--- config.mk ---
export PLATFORM = sky130hd
export DESIGN_NAME = lcg48_random_draws_flat
export DESIGN_NICKNAME = d
export VERILOG_FILES = /design/src/lcg48_pkg.sv /design/src/lcg48_if.sv /design/src/lcg48_dp.sv /design/src/lcg48_ctrl.sv /design/src/lcg48_random_draws.sv /design/src/flat_wrapper.sv
export SDC_FILE = /design/constraint.sdc
export NUM_CORES = 2
export LEC_CHECK = 0
export BUFFER_PORTS_ARGS = -buffer_cell sky130_fd_sc_hd__buf_2
export CORE_MARGIN = 4
export CORE_UTILIZATION = 50
export DETAILED_ROUTE_END_ITERATION = 10
export MAX_ROUTING_LAYER = met4
export PLACE_DENSITY = 0.68
export SETUP_SLACK_MARGIN = 0.2
export SYNTH_ARGS = -nofsm -noshare
export SYNTH_HDL_FRONTEND = slang
export SYNTH_HIERARCHICAL = 1
export SYNTH_SLANG_ARGS = --single-unit
--- constraint.sdc ---
create_clock -name clk_i -period 25.9 [get_ports clk_i]
set_input_delay 2.59 -clock clk_i [delete_from_list [all_inputs] [get_ports clk_i]]
set_output_delay 2.59 -clock clk_i [all_outputs]
set_load 0.005 [all_outputs]
--- src/lcg48_pkg.sv ---
// Package for the 48-bit LCG random draw block.
// Holds shared constants, operation codes and controller/datapath command types.
package lcg48_pkg;

  localparam logic [47:0] LcgMult = 48'h0005DEECE66D;
  localparam logic [47:0] LcgInc  = 48'h00000000000B;

  typedef enum logic [2:0] {
    OP_RESEED = 3'd0,
    OP_BITS   = 3'd1,
    OP_BOUNDED = 3'd2,
    OP_LONG   = 3'd3,
    OP_DOUBLE = 3'd4
  } op_e;

  // Commands from controller to datapath
  typedef struct packed {
    logic load;       // capture input transaction
    logic reseed;     // load scrambled seed
    logic step_start; // start one LCG step (multiply)
    logic step_done;  // commit stepped state
    logic div_start;  // start modulo of draw by bound
    logic div_step;   // one restoring-division step
    logic set_hi;     // latch first draw for long/double
    logic set_result; // form final value
    logic set_error;  // nonpositive bound
  } dp_cmd_t;

  // Status from datapath to controller
  typedef struct packed {
    logic [2:0] op;
    logic       bound_bad;
    logic       bound_pow2;
    logic       div_last;
    logic       reject;
  } dp_stat_t;

endpackage

--- src/lcg48_if.sv ---
// Valid/ready channel interface for the LCG block.
// Depends on nothing; payload width set by parameter.
interface lcg48_if #(
  parameter int unsigned Width = 8
);
  logic             valid;
  logic             ready;
  logic [Width-1:0] data;

  modport source (output valid, output data, input ready);
  modport sink   (input valid, input data, output ready);
endinterface

--- src/lcg48_dp.sv ---
// Datapath of the LCG block: state, 48x48 step multiply in 3 partial products,
// restoring divider for bounded int, result assembly. Uses lcg48_pkg.
module lcg48_dp
  import lcg48_pkg::*;
(
  input  logic          clk_i,
  input  logic          rst_ni,
  input  logic [104:0]  in_data_i,
  input  dp_cmd_t       cmd_i,
  input  logic [1:0]    part_i,
  output dp_stat_t      stat_o,
  output logic [64:0]   result_o
);

  logic [47:0] state_q;
  logic [2:0]  op_q;
  logic [5:0]  k_q;
  logic [31:0] bound_q;
  logic [63:0] seed_q;
  logic [47:0] acc_q;
  logic [31:0] hi_q;
  logic [30:0] rem_q, quo_q;
  logic [4:0]  dcnt_q;
  logic [63:0] value_q;
  logic        err_q;
  logic [47:0] pp;
  logic [31:0] r31, v31, chk;
  logic [5:0]  kk;
  logic [31:0] draw;
  logic [31:0] trial;

  // Partial product: 16-bit slice of multiplier times state, shifted
  always_comb begin
    unique case (part_i)
      2'd0:    pp = state_q * {32'd0, LcgMult[15:0]};
      2'd1:    pp = (state_q * {32'd0, LcgMult[31:16]}) << 16;
      default: pp = (state_q * {32'd0, LcgMult[47:32]}) << 32;
    endcase
  end

  // Top-k draw from current state: k capped at 32 for bits, 31 for bounded, 26 then 27 for double, else 32 bits
  always_comb begin
    kk = (k_q > 6'd32) ? 6'd32 : k_q;
    unique case (op_q)
      OP_BITS:   draw = (kk == 6'd0) ? 32'd0 : 32'(state_q >> (6'd48 - kk));
      OP_BOUNDED: draw = {1'b0, state_q[47:17]};
      OP_DOUBLE: draw = (hi_q == 32'hFFFFFFFF) ? 32'(state_q[47:22]) : 32'(state_q[47:21]);
      default:   draw = state_q[47:16];
    endcase
  end

  assign r31   = {1'b0, state_q[47:17]};
  assign v31   = {1'b0, rem_q};
  assign chk   = r31 - v31 + (bound_q - 32'd1);
  assign trial = {rem_q, quo_q[30]};

  always_ff @(posedge clk_i or negedge rst_ni) begin
    if (!rst_ni) begin
      state_q <= LcgMult;
    end else if (cmd_i.reseed) begin
      state_q <= seed_q[47:0] ^ LcgMult;
    end else if (cmd_i.step_done) begin
      state_q <= acc_q + pp + LcgInc;
    end
  end

  always_ff @(posedge clk_i) begin
    if (cmd_i.load) begin
      op_q    <= in_data_i[104:102];
      k_q     <= in_data_i[101:96];
      bound_q <= in_data_i[95:64];
      seed_q  <= in_data_i[63:0];
      hi_q    <= 32'hFFFFFFFF;
      err_q   <= 1'b0;
      value_q <= 64'd0;
    end
    if (cmd_i.step_start) begin
      acc_q <= pp;
    end else if (!cmd_i.step_done) begin
      acc_q <= acc_q + pp;
    end
    if (cmd_i.set_hi) begin
      hi_q <= draw;
    end
    // Restoring division of 31-bit draw by bound, one bit per cycle
    if (cmd_i.div_start) begin
      rem_q  <= 31'd0;
      quo_q  <= state_q[47:17];
      dcnt_q <= 5'd30;
    end else if (cmd_i.div_step) begin
      if (trial >= bound_q) begin
        rem_q <= 31'(trial - bound_q);
      end else begin
        rem_q <= trial[30:0];
      end
      quo_q  <= {quo_q[29:0], 1'b0};
      dcnt_q <= dcnt_q - 5'd1;
    end
    if (cmd_i.set_error) begin
      err_q   <= 1'b1;
      value_q <= '1;
    end else if (cmd_i.set_result) begin
      unique case (op_q)
        OP_BITS:    value_q <= {{32{draw[31]}}, draw};
        OP_BOUNDED: begin
          if (stat_o.bound_pow2) begin
            value_q <= 64'((64'(bound_q) * 64'(r31)) >> 31);
          end else begin
            value_q <= {33'd0, rem_q};
          end
        end
        OP_LONG:    value_q <= {hi_q, 32'd0} + {{32{draw[31]}}, draw};
        OP_DOUBLE:  value_q <= (64'(hi_q[25:0]) << 27) + 64'(draw[26:0]);
        default:    value_q <= 64'd0;
      endcase
    end
  end

  assign stat_o.op         = op_q;
  assign stat_o.bound_bad  = (bound_q == 32'd0) || bound_q[31];
  assign stat_o.bound_pow2 = ((bound_q & (bound_q - 32'd1)) == 32'd0);
  assign stat_o.div_last   = (dcnt_q == 5'd0);
  assign stat_o.reject     = chk[31];
  assign result_o          = {err_q, value_q};

endmodule

--- src/lcg48_ctrl.sv ---
// Controller of the LCG block: sequences steps, division and result.
// Uses lcg48_pkg command/status types.
module lcg48_ctrl
  import lcg48_pkg::*;
(
  input  logic     clk_i,
  input  logic     rst_ni,
  input  logic     in_valid_i,
  output logic     in_ready_o,
  output logic     out_valid_o,
  input  logic     out_ready_i,
  input  dp_stat_t stat_i,
  output dp_cmd_t  cmd_o,
  output logic [1:0] part_o
);

  typedef enum logic [2:0] {
    S_IDLE, S_DECODE, S_MUL, S_DIV, S_CHECK, S_DONE
  } state_e;

  state_e     st_q;
  logic [1:0] part_q;
  logic       second_q;
  logic       busy_out_q;

  assign in_ready_o  = (st_q == S_IDLE) && !busy_out_q;
  assign out_valid_o = busy_out_q;
  assign part_o      = part_q;

  // Commands decoded from state
  always_comb begin
    cmd_o            = '0;
    cmd_o.load       = in_valid_i && in_ready_o;
    cmd_o.step_start = (st_q == S_MUL) && (part_q == 2'd0);
    cmd_o.step_done  = (st_q == S_MUL) && (part_q == 2'd2);
    cmd_o.div_step   = (st_q == S_DIV);
    cmd_o.reseed     = (st_q == S_DECODE) && (stat_i.op == OP_RESEED);
    cmd_o.set_error  = (st_q == S_DECODE) && (stat_i.op == OP_BOUNDED) && stat_i.bound_bad;
    cmd_o.set_hi     = (st_q == S_DONE) && !second_q &&
                       ((stat_i.op == OP_LONG) || (stat_i.op == OP_DOUBLE));
    cmd_o.div_start  = (st_q == S_DONE) && (stat_i.op == OP_BOUNDED) && !stat_i.bound_pow2;
    cmd_o.set_result = ((st_q == S_DONE) && !cmd_o.set_hi && !cmd_o.div_start) ||
                       ((st_q == S_CHECK) && !stat_i.reject);
  end

  always_ff @(posedge clk_i or negedge rst_ni) begin
    if (!rst_ni) begin
      st_q       <= S_IDLE;
      part_q     <= 2'd0;
      second_q   <= 1'b0;
      busy_out_q <= 1'b0;
    end else begin
      if (out_valid_o && out_ready_i) begin
        busy_out_q <= 1'b0;
      end
      unique case (st_q)
        S_IDLE: begin
          if (cmd_o.load) begin
            st_q     <= S_DECODE;
            second_q <= 1'b0;
          end
        end
        S_DECODE: begin
          part_q <= 2'd0;
          if ((stat_i.op == OP_RESEED) || (stat_i.op > OP_DOUBLE) ||
              ((stat_i.op == OP_BOUNDED) && stat_i.bound_bad)) begin
            busy_out_q <= 1'b1;
            st_q       <= S_IDLE;
          end else begin
            st_q <= S_MUL;
          end
        end
        S_MUL: begin
          if (part_q == 2'd2) begin
            part_q <= 2'd0;
            st_q   <= S_DONE;
          end else begin
            part_q <= part_q + 2'd1;
          end
        end
        S_DONE: begin
          if (cmd_o.set_hi) begin
            second_q <= 1'b1;
            st_q     <= S_MUL;
          end else if (cmd_o.div_start) begin
            st_q <= S_DIV;
          end else begin
            busy_out_q <= 1'b1;
            st_q       <= S_IDLE;
          end
        end
        S_DIV: begin
          if (stat_i.div_last) begin
            st_q <= S_CHECK;
          end
        end
        S_CHECK: begin
          if (stat_i.reject) begin
            st_q <= S_MUL;
          end else begin
            busy_out_q <= 1'b1;
            st_q       <= S_IDLE;
          end
        end
        default: st_q <= S_IDLE;
      endcase
    end
  end

endmodule

--- src/lcg48_random_draws.sv ---
// Top level of the 48-bit LCG random draw block.
// Channels: in_if carries {operation, bits_wanted, bound, new_seed}; out_if
// carries {error, value}. One result transaction per input transaction.
// Reseed, bad bound and unused codes answer from decode with no step; a draw
// takes a step multiply in 16-bit slices; long and double take a step for
// each of their high and low draws; bounded int with a non-power-of-two
// bound takes a step, the restoring divider and a rejection check, plus
// these again for each rejected draw.
// One transaction is worked at a time; the next is taken once the result
// has been delivered. The result register holds while the receiver stalls.
// Reset sets the generator state to the scrambled zero seed 0x5DEECE66D.
// Uses lcg48_pkg, lcg48_if, lcg48_ctrl, lcg48_dp.
module lcg48_random_draws
  import lcg48_pkg::*;
(
  input logic clk_i,
  input logic rst_ni,
  lcg48_if.sink   in_if,
  lcg48_if.source out_if
);

  dp_cmd_t    cmd;
  dp_stat_t   stat;
  logic [1:0] part;
  logic [64:0] result;

  lcg48_ctrl u_ctrl (
    .clk_i, .rst_ni,
    .in_valid_i (in_if.valid),
    .in_ready_o (in_if.ready),
    .out_valid_o(out_if.valid),
    .out_ready_i(out_if.ready),
    .stat_i     (stat),
    .cmd_o      (cmd),
    .part_o     (part)
  );

  lcg48_dp u_dp (
    .clk_i, .rst_ni,
    .in_data_i(in_if.data[104:0]),
    .cmd_i    (cmd),
    .part_i   (part),
    .stat_o   (stat),
    .result_o (result)
  );

  assign out_if.data = result;

`ifndef SYNTHESIS
  // no new transaction while a result is pending
  a_no_accept_busy: assert property (@(posedge clk_i) disable iff (!rst_ni)
    out_if.valid |-> !in_if.ready) else $error("accept while result pending");
  // error flag only with all-ones value
  a_err_value: assert property (@(posedge clk_i) disable iff (!rst_ni)
    (out_if.valid && out_if.data[64]) |-> (out_if.data[63:0] == '1))
    else $error("error without -1 value");
`endif

endmodule

--- src/flat_wrapper.sv ---
// flat-port wrapper written by rule: the top's interface ports become plain ports
module lcg48_random_draws_flat import lcg48_pkg::*;
  (clk_i, rst_ni, in_if_valid, in_if_data, in_if_ready, out_if_valid, out_if_data, out_if_ready);
  lcg48_if #(.Width((3 + 6 + 32 + 64))) in_if_i ();
  lcg48_if #(.Width((1 + 64))) out_if_i ();
  input logic clk_i;
  input logic rst_ni;
  input wire logic [$bits(in_if_i.valid)-1:0] in_if_valid;
  input wire logic [$bits(in_if_i.data)-1:0] in_if_data;
  output wire logic [$bits(in_if_i.ready)-1:0] in_if_ready;
  output wire logic [$bits(out_if_i.valid)-1:0] out_if_valid;
  output wire logic [$bits(out_if_i.data)-1:0] out_if_data;
  input wire logic [$bits(out_if_i.ready)-1:0] out_if_ready;
  assign in_if_i.valid = in_if_valid;
  assign in_if_i.data = in_if_data;
  assign in_if_ready = in_if_i.ready;
  assign out_if_valid = out_if_i.valid;
  assign out_if_data = out_if_i.data;
  assign out_if_i.ready = out_if_ready;
  lcg48_random_draws u_core (.clk_i(clk_i), .rst_ni(rst_ni), .in_if(in_if_i), .out_if(out_if_i));
endmodule
==> tab_implementation.tex <==
\begin{tabular}{lr}
\hline
Metric & Value \\
\hline
\multicolumn{2}{l}{\textbf{Run status}} \\
\quad Status & finished, final reports clean \\
\multicolumn{2}{l}{\textbf{Timing}} \\
\quad Transition at the pin with the smallest max-transition slack & 1.095 ns \\
\quad Tcrit/Tclk final & 42.95\% \\
\quad Final number of hold-violating endpoints & 0 \\
\quad Largest clock skew in the final design & 0.07759 ns \\
\quad Highest clock rate & 0.08990 GHz \\
\quad Setup TNS & 0 ns \\
\quad Worst relative slew slack & between 20\% and 30\% \\
\quad Setup repair after global routing missed its margin & false \\
\quad Final period demand of the worst path & 11.12 ns \\
\quad Final-report max-slew violation count & 0 \\
\quad Final setup violating endpoints & 0 \\
\multicolumn{2}{l}{\textbf{Setup path}} \\
\quad Arr. time, crit path & 11.73 ns \\
\quad Cell repeated most along the worst path & sky130\_fd\_sc\_hd\_\_fa\_1 \\
\quad Start-to-end type of the worst setup path & reg2reg \\
\quad Endpoint of the most critical register-to-register path & u\_core/u\_dp/state\_q[47]\$\_DFFE\_PN0P\_ \\
\quad Length in cells of the worst reg-to-reg path & 36 \\
\quad Worst-path cell with the longest stage delay & sky130\_fd\_sc\_hd\_\_dfstp\_2 \\
\quad Crit start category & flip-flop \\
\quad Startpoint of the lowest-slack register-to-register path & u\_core/u\_dp/state\_q[18]\$\_DFFE\_PN1P\_ \\
\quad Required time worst endpoint & about 27 ns \\
\quad Type of destination of the critical path & flip-flop \\
\quad Register-to-register setup slack & 14.78 ns \\
\quad Worst path max stage delay & around 0.92 ns \\
\quad Max Fanout on Critical Path & 27 \\
\multicolumn{2}{l}{\textbf{Synth}} \\
\quad Cell taking the most area after synthesis & sky130\_fd\_sc\_hd\_\_fa\_1 \\
\quad Ys flop type & sky130\_fd\_sc\_hd\_\_edfxtp\_1 \\
\quad Synthesized flop and latch total & about 360 \\
\quad Summed instance area of the synthesized netlist & 74570 µm² \\
\quad Synth Area in XOR/XNOR & under 10\% \\
\quad Syn. warnings & 6 \\
\quad Adder-cell share of the synthesized area & a little under half \\
\quad Most area-consuming cells after synthesis & sky130\_fd\_sc\_hd\_\_fa\_1, sky130\_fd\_sc\_hd\_\_ha\_1, sky130\_fd\_sc\_hd\_\_edfxtp\_1 \\
\quad Net count after synthesis & 10345 \\
\quad Share of cell area taken by muxes after synthesis & under 10\% \\
\quad Syn avg cell area & between 9 and 10 µm² \\
\quad Share of the yosys chip area belonging to registers & around 13\% \\
\quad Cell types with the highest counts after synthesis & sky130\_fd\_sc\_hd\_\_inv\_1, sky130\_fd\_sc\_hd\_\_fa\_1, sky130\_fd\_sc\_hd\_\_nand2\_1, sky130\_fd\_sc\_hd\_\_ha\_1, sky130\_fd\_sc\_hd\_\_a21oi\_1 \\
\quad Share of Yosys cell area claimed by the top area cell type & 36.32\% \\
\quad Combinational family with the most area after synthesis & adder cells \\
\quad Cell with the most instances after synthesis & sky130\_fd\_sc\_hd\_\_inv\_1 \\
\quad Proportion of register bits with asynchronous set or reset after synthesis & around 15\% \\
\quad Instance count of the mapped netlist & 8224 \\
\quad Count of cell types in the netlist & 118 \\
\quad Compound-Gate Fraction of Synth Area & 10.78\% \\
\quad Post-synthesis simple-gate area fraction & 12.49\% \\
\quad Number of flops mapped to enable cells by yosys & 200 \\
\multicolumn{2}{l}{\textbf{Global routing}} \\
\quad Fraction of met2 tracks used by global routing & between 50\% and 60\% \\
\quad GRT Max-Usage Layer & met2 \\
\quad Pin count of the biggest net entering global routing & 76 \\
\quad Via count of the first global-routing pass & just over 60000 \\
\quad Number of antenna violations at the first check in global routing & 14 \\
\quad Total gr overflow & 0 \\
\quad First-pass GRT wire length & 373600 µm \\
\quad GRT Total Usage & 32.24\% \\
\quad Met1 Track Usage GR & 41.15\% \\
\quad Met3 GRT Util & 5.908\% \\
\multicolumn{2}{l}{\textbf{Layout}} \\
\quad Fraction of final layout cells with drive strength greater than 1 & 6.855\% \\
\quad Final net count & 10277 \\
\quad Area delta synth->final & 6.074\% \\
\quad Flip-flop and latch area & 9455 µm² \\
\quad Area of all placed cells without fillers & 79100 µm² \\
\quad Area taken by multi-input logic gates & 57660 µm² \\
\quad Number of fill cells & roughly 14000 \\
\multicolumn{2}{l}{\textbf{Job}} \\
\quad Max-capacitance violation count & 0 \\
\multicolumn{2}{l}{\textbf{Route}} \\
\quad Wire length per cell & $\sim$24 µm \\
\quad WL final & 242800 µm \\
\quad Via density per instance & a little under 6 \\
\quad Drt pass-1 iters & 8 \\
\quad Remaining antenna violation count after routing & 0 \\
\quad Number of remaining DRC errors & 0 \\
\quad Routed vias & 59432 \\
\quad Count of routing violations after the opening detailed-route iteration & 5096 \\
\multicolumn{2}{l}{\textbf{Hold path}} \\
\quad Hold crit path type & reg2reg \\
\quad Worst Hold Endpoint & u\_core/u\_dp/state\_q[6]\$\_DFFE\_PN1P\_ \\
\quad Worst hold path cell count & 1 \\
\quad Start point of the worst min-delay path & u\_core/u\_dp/seed\_q[6]\$\_DFFE\_PP\_ \\
\multicolumn{2}{l}{\textbf{Clock network}} \\
\quad Hold bufs inserted after CTS & 0 \\
\quad Sinks on the clock net & 356 \\
\quad TritonCTS buffer count & 50 \\
\quad Number of instances resized during post-cts repair & 0 \\
\quad Insertion delay to the later sink of the worst-skew pair & 0.70 ns \\
\quad Clock tree from TritonCTS & yes \\
\quad Clock-pin transition on the worst setup and hold timing paths & 0.06 ns \\
\quad Maximum clock insertion buffer count & 3 \\
\quad Root cell of the clock tree & sky130\_fd\_sc\_hd\_\_clkbuf\_16 \\
\quad Post-CTS Setup Inserts & 0 \\
\quad Number of levels in the clock H-tree & 2 \\
\multicolumn{2}{l}{\textbf{Floorplanning}} \\
\quad Starting Density & 50.38\% \\
\quad Die height & 394.2 µm \\
\quad Placeable core region & $\sim$150000 µm² \\
\quad I/O pin total & 176 \\
\quad Die Footprint & 155400 µm² \\
\quad Number of placement rows & 141 \\
\quad Chip Width & 394.2 µm \\
\multicolumn{2}{l}{\textbf{Placed design}} \\
\quad Placed Instance Area & 77270 µm² \\
\quad Gp weighted congestion & 0.9852 \\
\quad Port bufs & 159 \\
\quad Total half-perimeter wirelength after legalization and detailed placement & 189900 µm \\
\hline
\end{tabular}
-- kinds of logic after synthesis --
group | Yosys count
xor gates and xnor gates | 273
muxes | 238
AOI/OAI and AO/OA | 1249
DFF | 356
buffers and inverters | 2004
adders and majority gates | 2012
and+or+nand+nor | 2092
-- worst max-delay path: cells and delay by family (launching register included) --
kind            cells  cell delay [ns]
compound gates     13             2.90
simple gates        5             1.23
mux                 1             0.12
fa+ha+maj           8             3.79
xor+xnor            4             0.83
buf+inv             5             1.18
flops               1             0.92
-- state kept, by name (all words and copies together), names as in the netlist --
register                   flops
u_core/u_dp/seed_q            48
u_core/u_dp/value_q           64
u_core/u_ctrl/st_q             3
u_core/u_dp/k_q                6
u_core/u_dp/acc_q             48
u_core/u_ctrl/out_valid_o      1
u_core/u_dp/bound_q           32
u_core/u_ctrl/second_q         1
u_core/u_dp/quo_q             31
u_core/u_dp/hi_q              32
u_core/u_ctrl/part_o           2
u_core/u_dp/state_q           48
u_core/u_dp/op_q               3
u_core/u_dp/rem_q             31
u_core/u_dp/err_q              1
u_core/u_dp/dcnt_q             5
-- routing by layer --
metal | part of all wire, % | wire [µm]
met1 | 40 | 96750
met2 | 46 | 112500
met3 | 8.8 | 21390
met4 | 5.0 | 12180
met5 | 0 | 0
-- worst max path at each step --
stage | cells after the start | endpoint | startpoint | slack [ns]
floorplan | 39 | u_core/u_dp/state_q[47]$_DFFE_PN0P_ | u_core/u_dp/state_q[17]$_DFFE_PN0P_ | 16.63
global placement | 36 | u_core/u_dp/state_q[47]$_DFFE_PN0P_ | u_core/u_dp/state_q[6]$_DFFE_PN1P_ | 15.07
detailed placement | 38 | u_core/u_dp/state_q[47]$_DFFE_PN0P_ | u_core/u_dp/state_q[18]$_DFFE_PN1P_ | 14.94
CTS | 38 | u_core/u_dp/state_q[47]$_DFFE_PN0P_ | u_core/u_dp/state_q[18]$_DFFE_PN1P_ | 14.88
global route | 36 | u_core/u_dp/state_q[47]$_DFFE_PN0P_ | u_core/u_dp/state_q[6]$_DFFE_PN1P_ | 14.25
finish | 36 | u_core/u_dp/state_q[47]$_DFFE_PN0P_ | u_core/u_dp/state_q[18]$_DFFE_PN1P_ | 14.78
-- stage by stage --
step,setup slack [ns],hold slack (ns),cells,util (%)
3_5_place_dp,14.94,0.3884,10034,52.20
5_1_grt,14.25,0.4189,10138,53.44
2_1_floorplan,16.63,0.3635,8224,-
4_1_cts,14.88,0.3980,10128,53.42
3_3_place_gp,15.07,0.3801,10034,52.20
6_report,14.78,0.3930,10141,53.44
-- cell type report --
type	instances	area share, %
sequential	356	11.95
clock buffer	57	1.667
multi-input combinational	5864	72.90
antenna	13	0.04112
timing repair buffer	282	2.173
tap	1930	3.053
clock inverter	37	0.6137
inverter	1602	7.602
-- layout by cell type (no fill, tap or decap), drive strengths merged, types with 16 or more instances in the layout --
cell,count
and2,122
clkinv,20
mux2,56
dfxtp,101
xor2,81
o21bai,41
nor2b,39
buf,282
or2,16
nor2,372
inv,1608
mux2i,180
a222oi,17
a21oi,381
nand4,54
ha,659
and3,36
nor3,60
o211ai,27
nand2,1171
nand2b,53
a211oi,75
dfstp,23
clkbuf,57
o21a,38
a21o,126
o22ai,21
o21ai,303
a221oi,35
xnor2,192
edfxtp,200
nand3,66
or3,26
nor4,36
a31oi,27
a221o,21
fa,1353
dfrtp,32
Power is not shown: default switching activity piles up to over one toggle a cycle in this logic, so the estimate is an artifact.
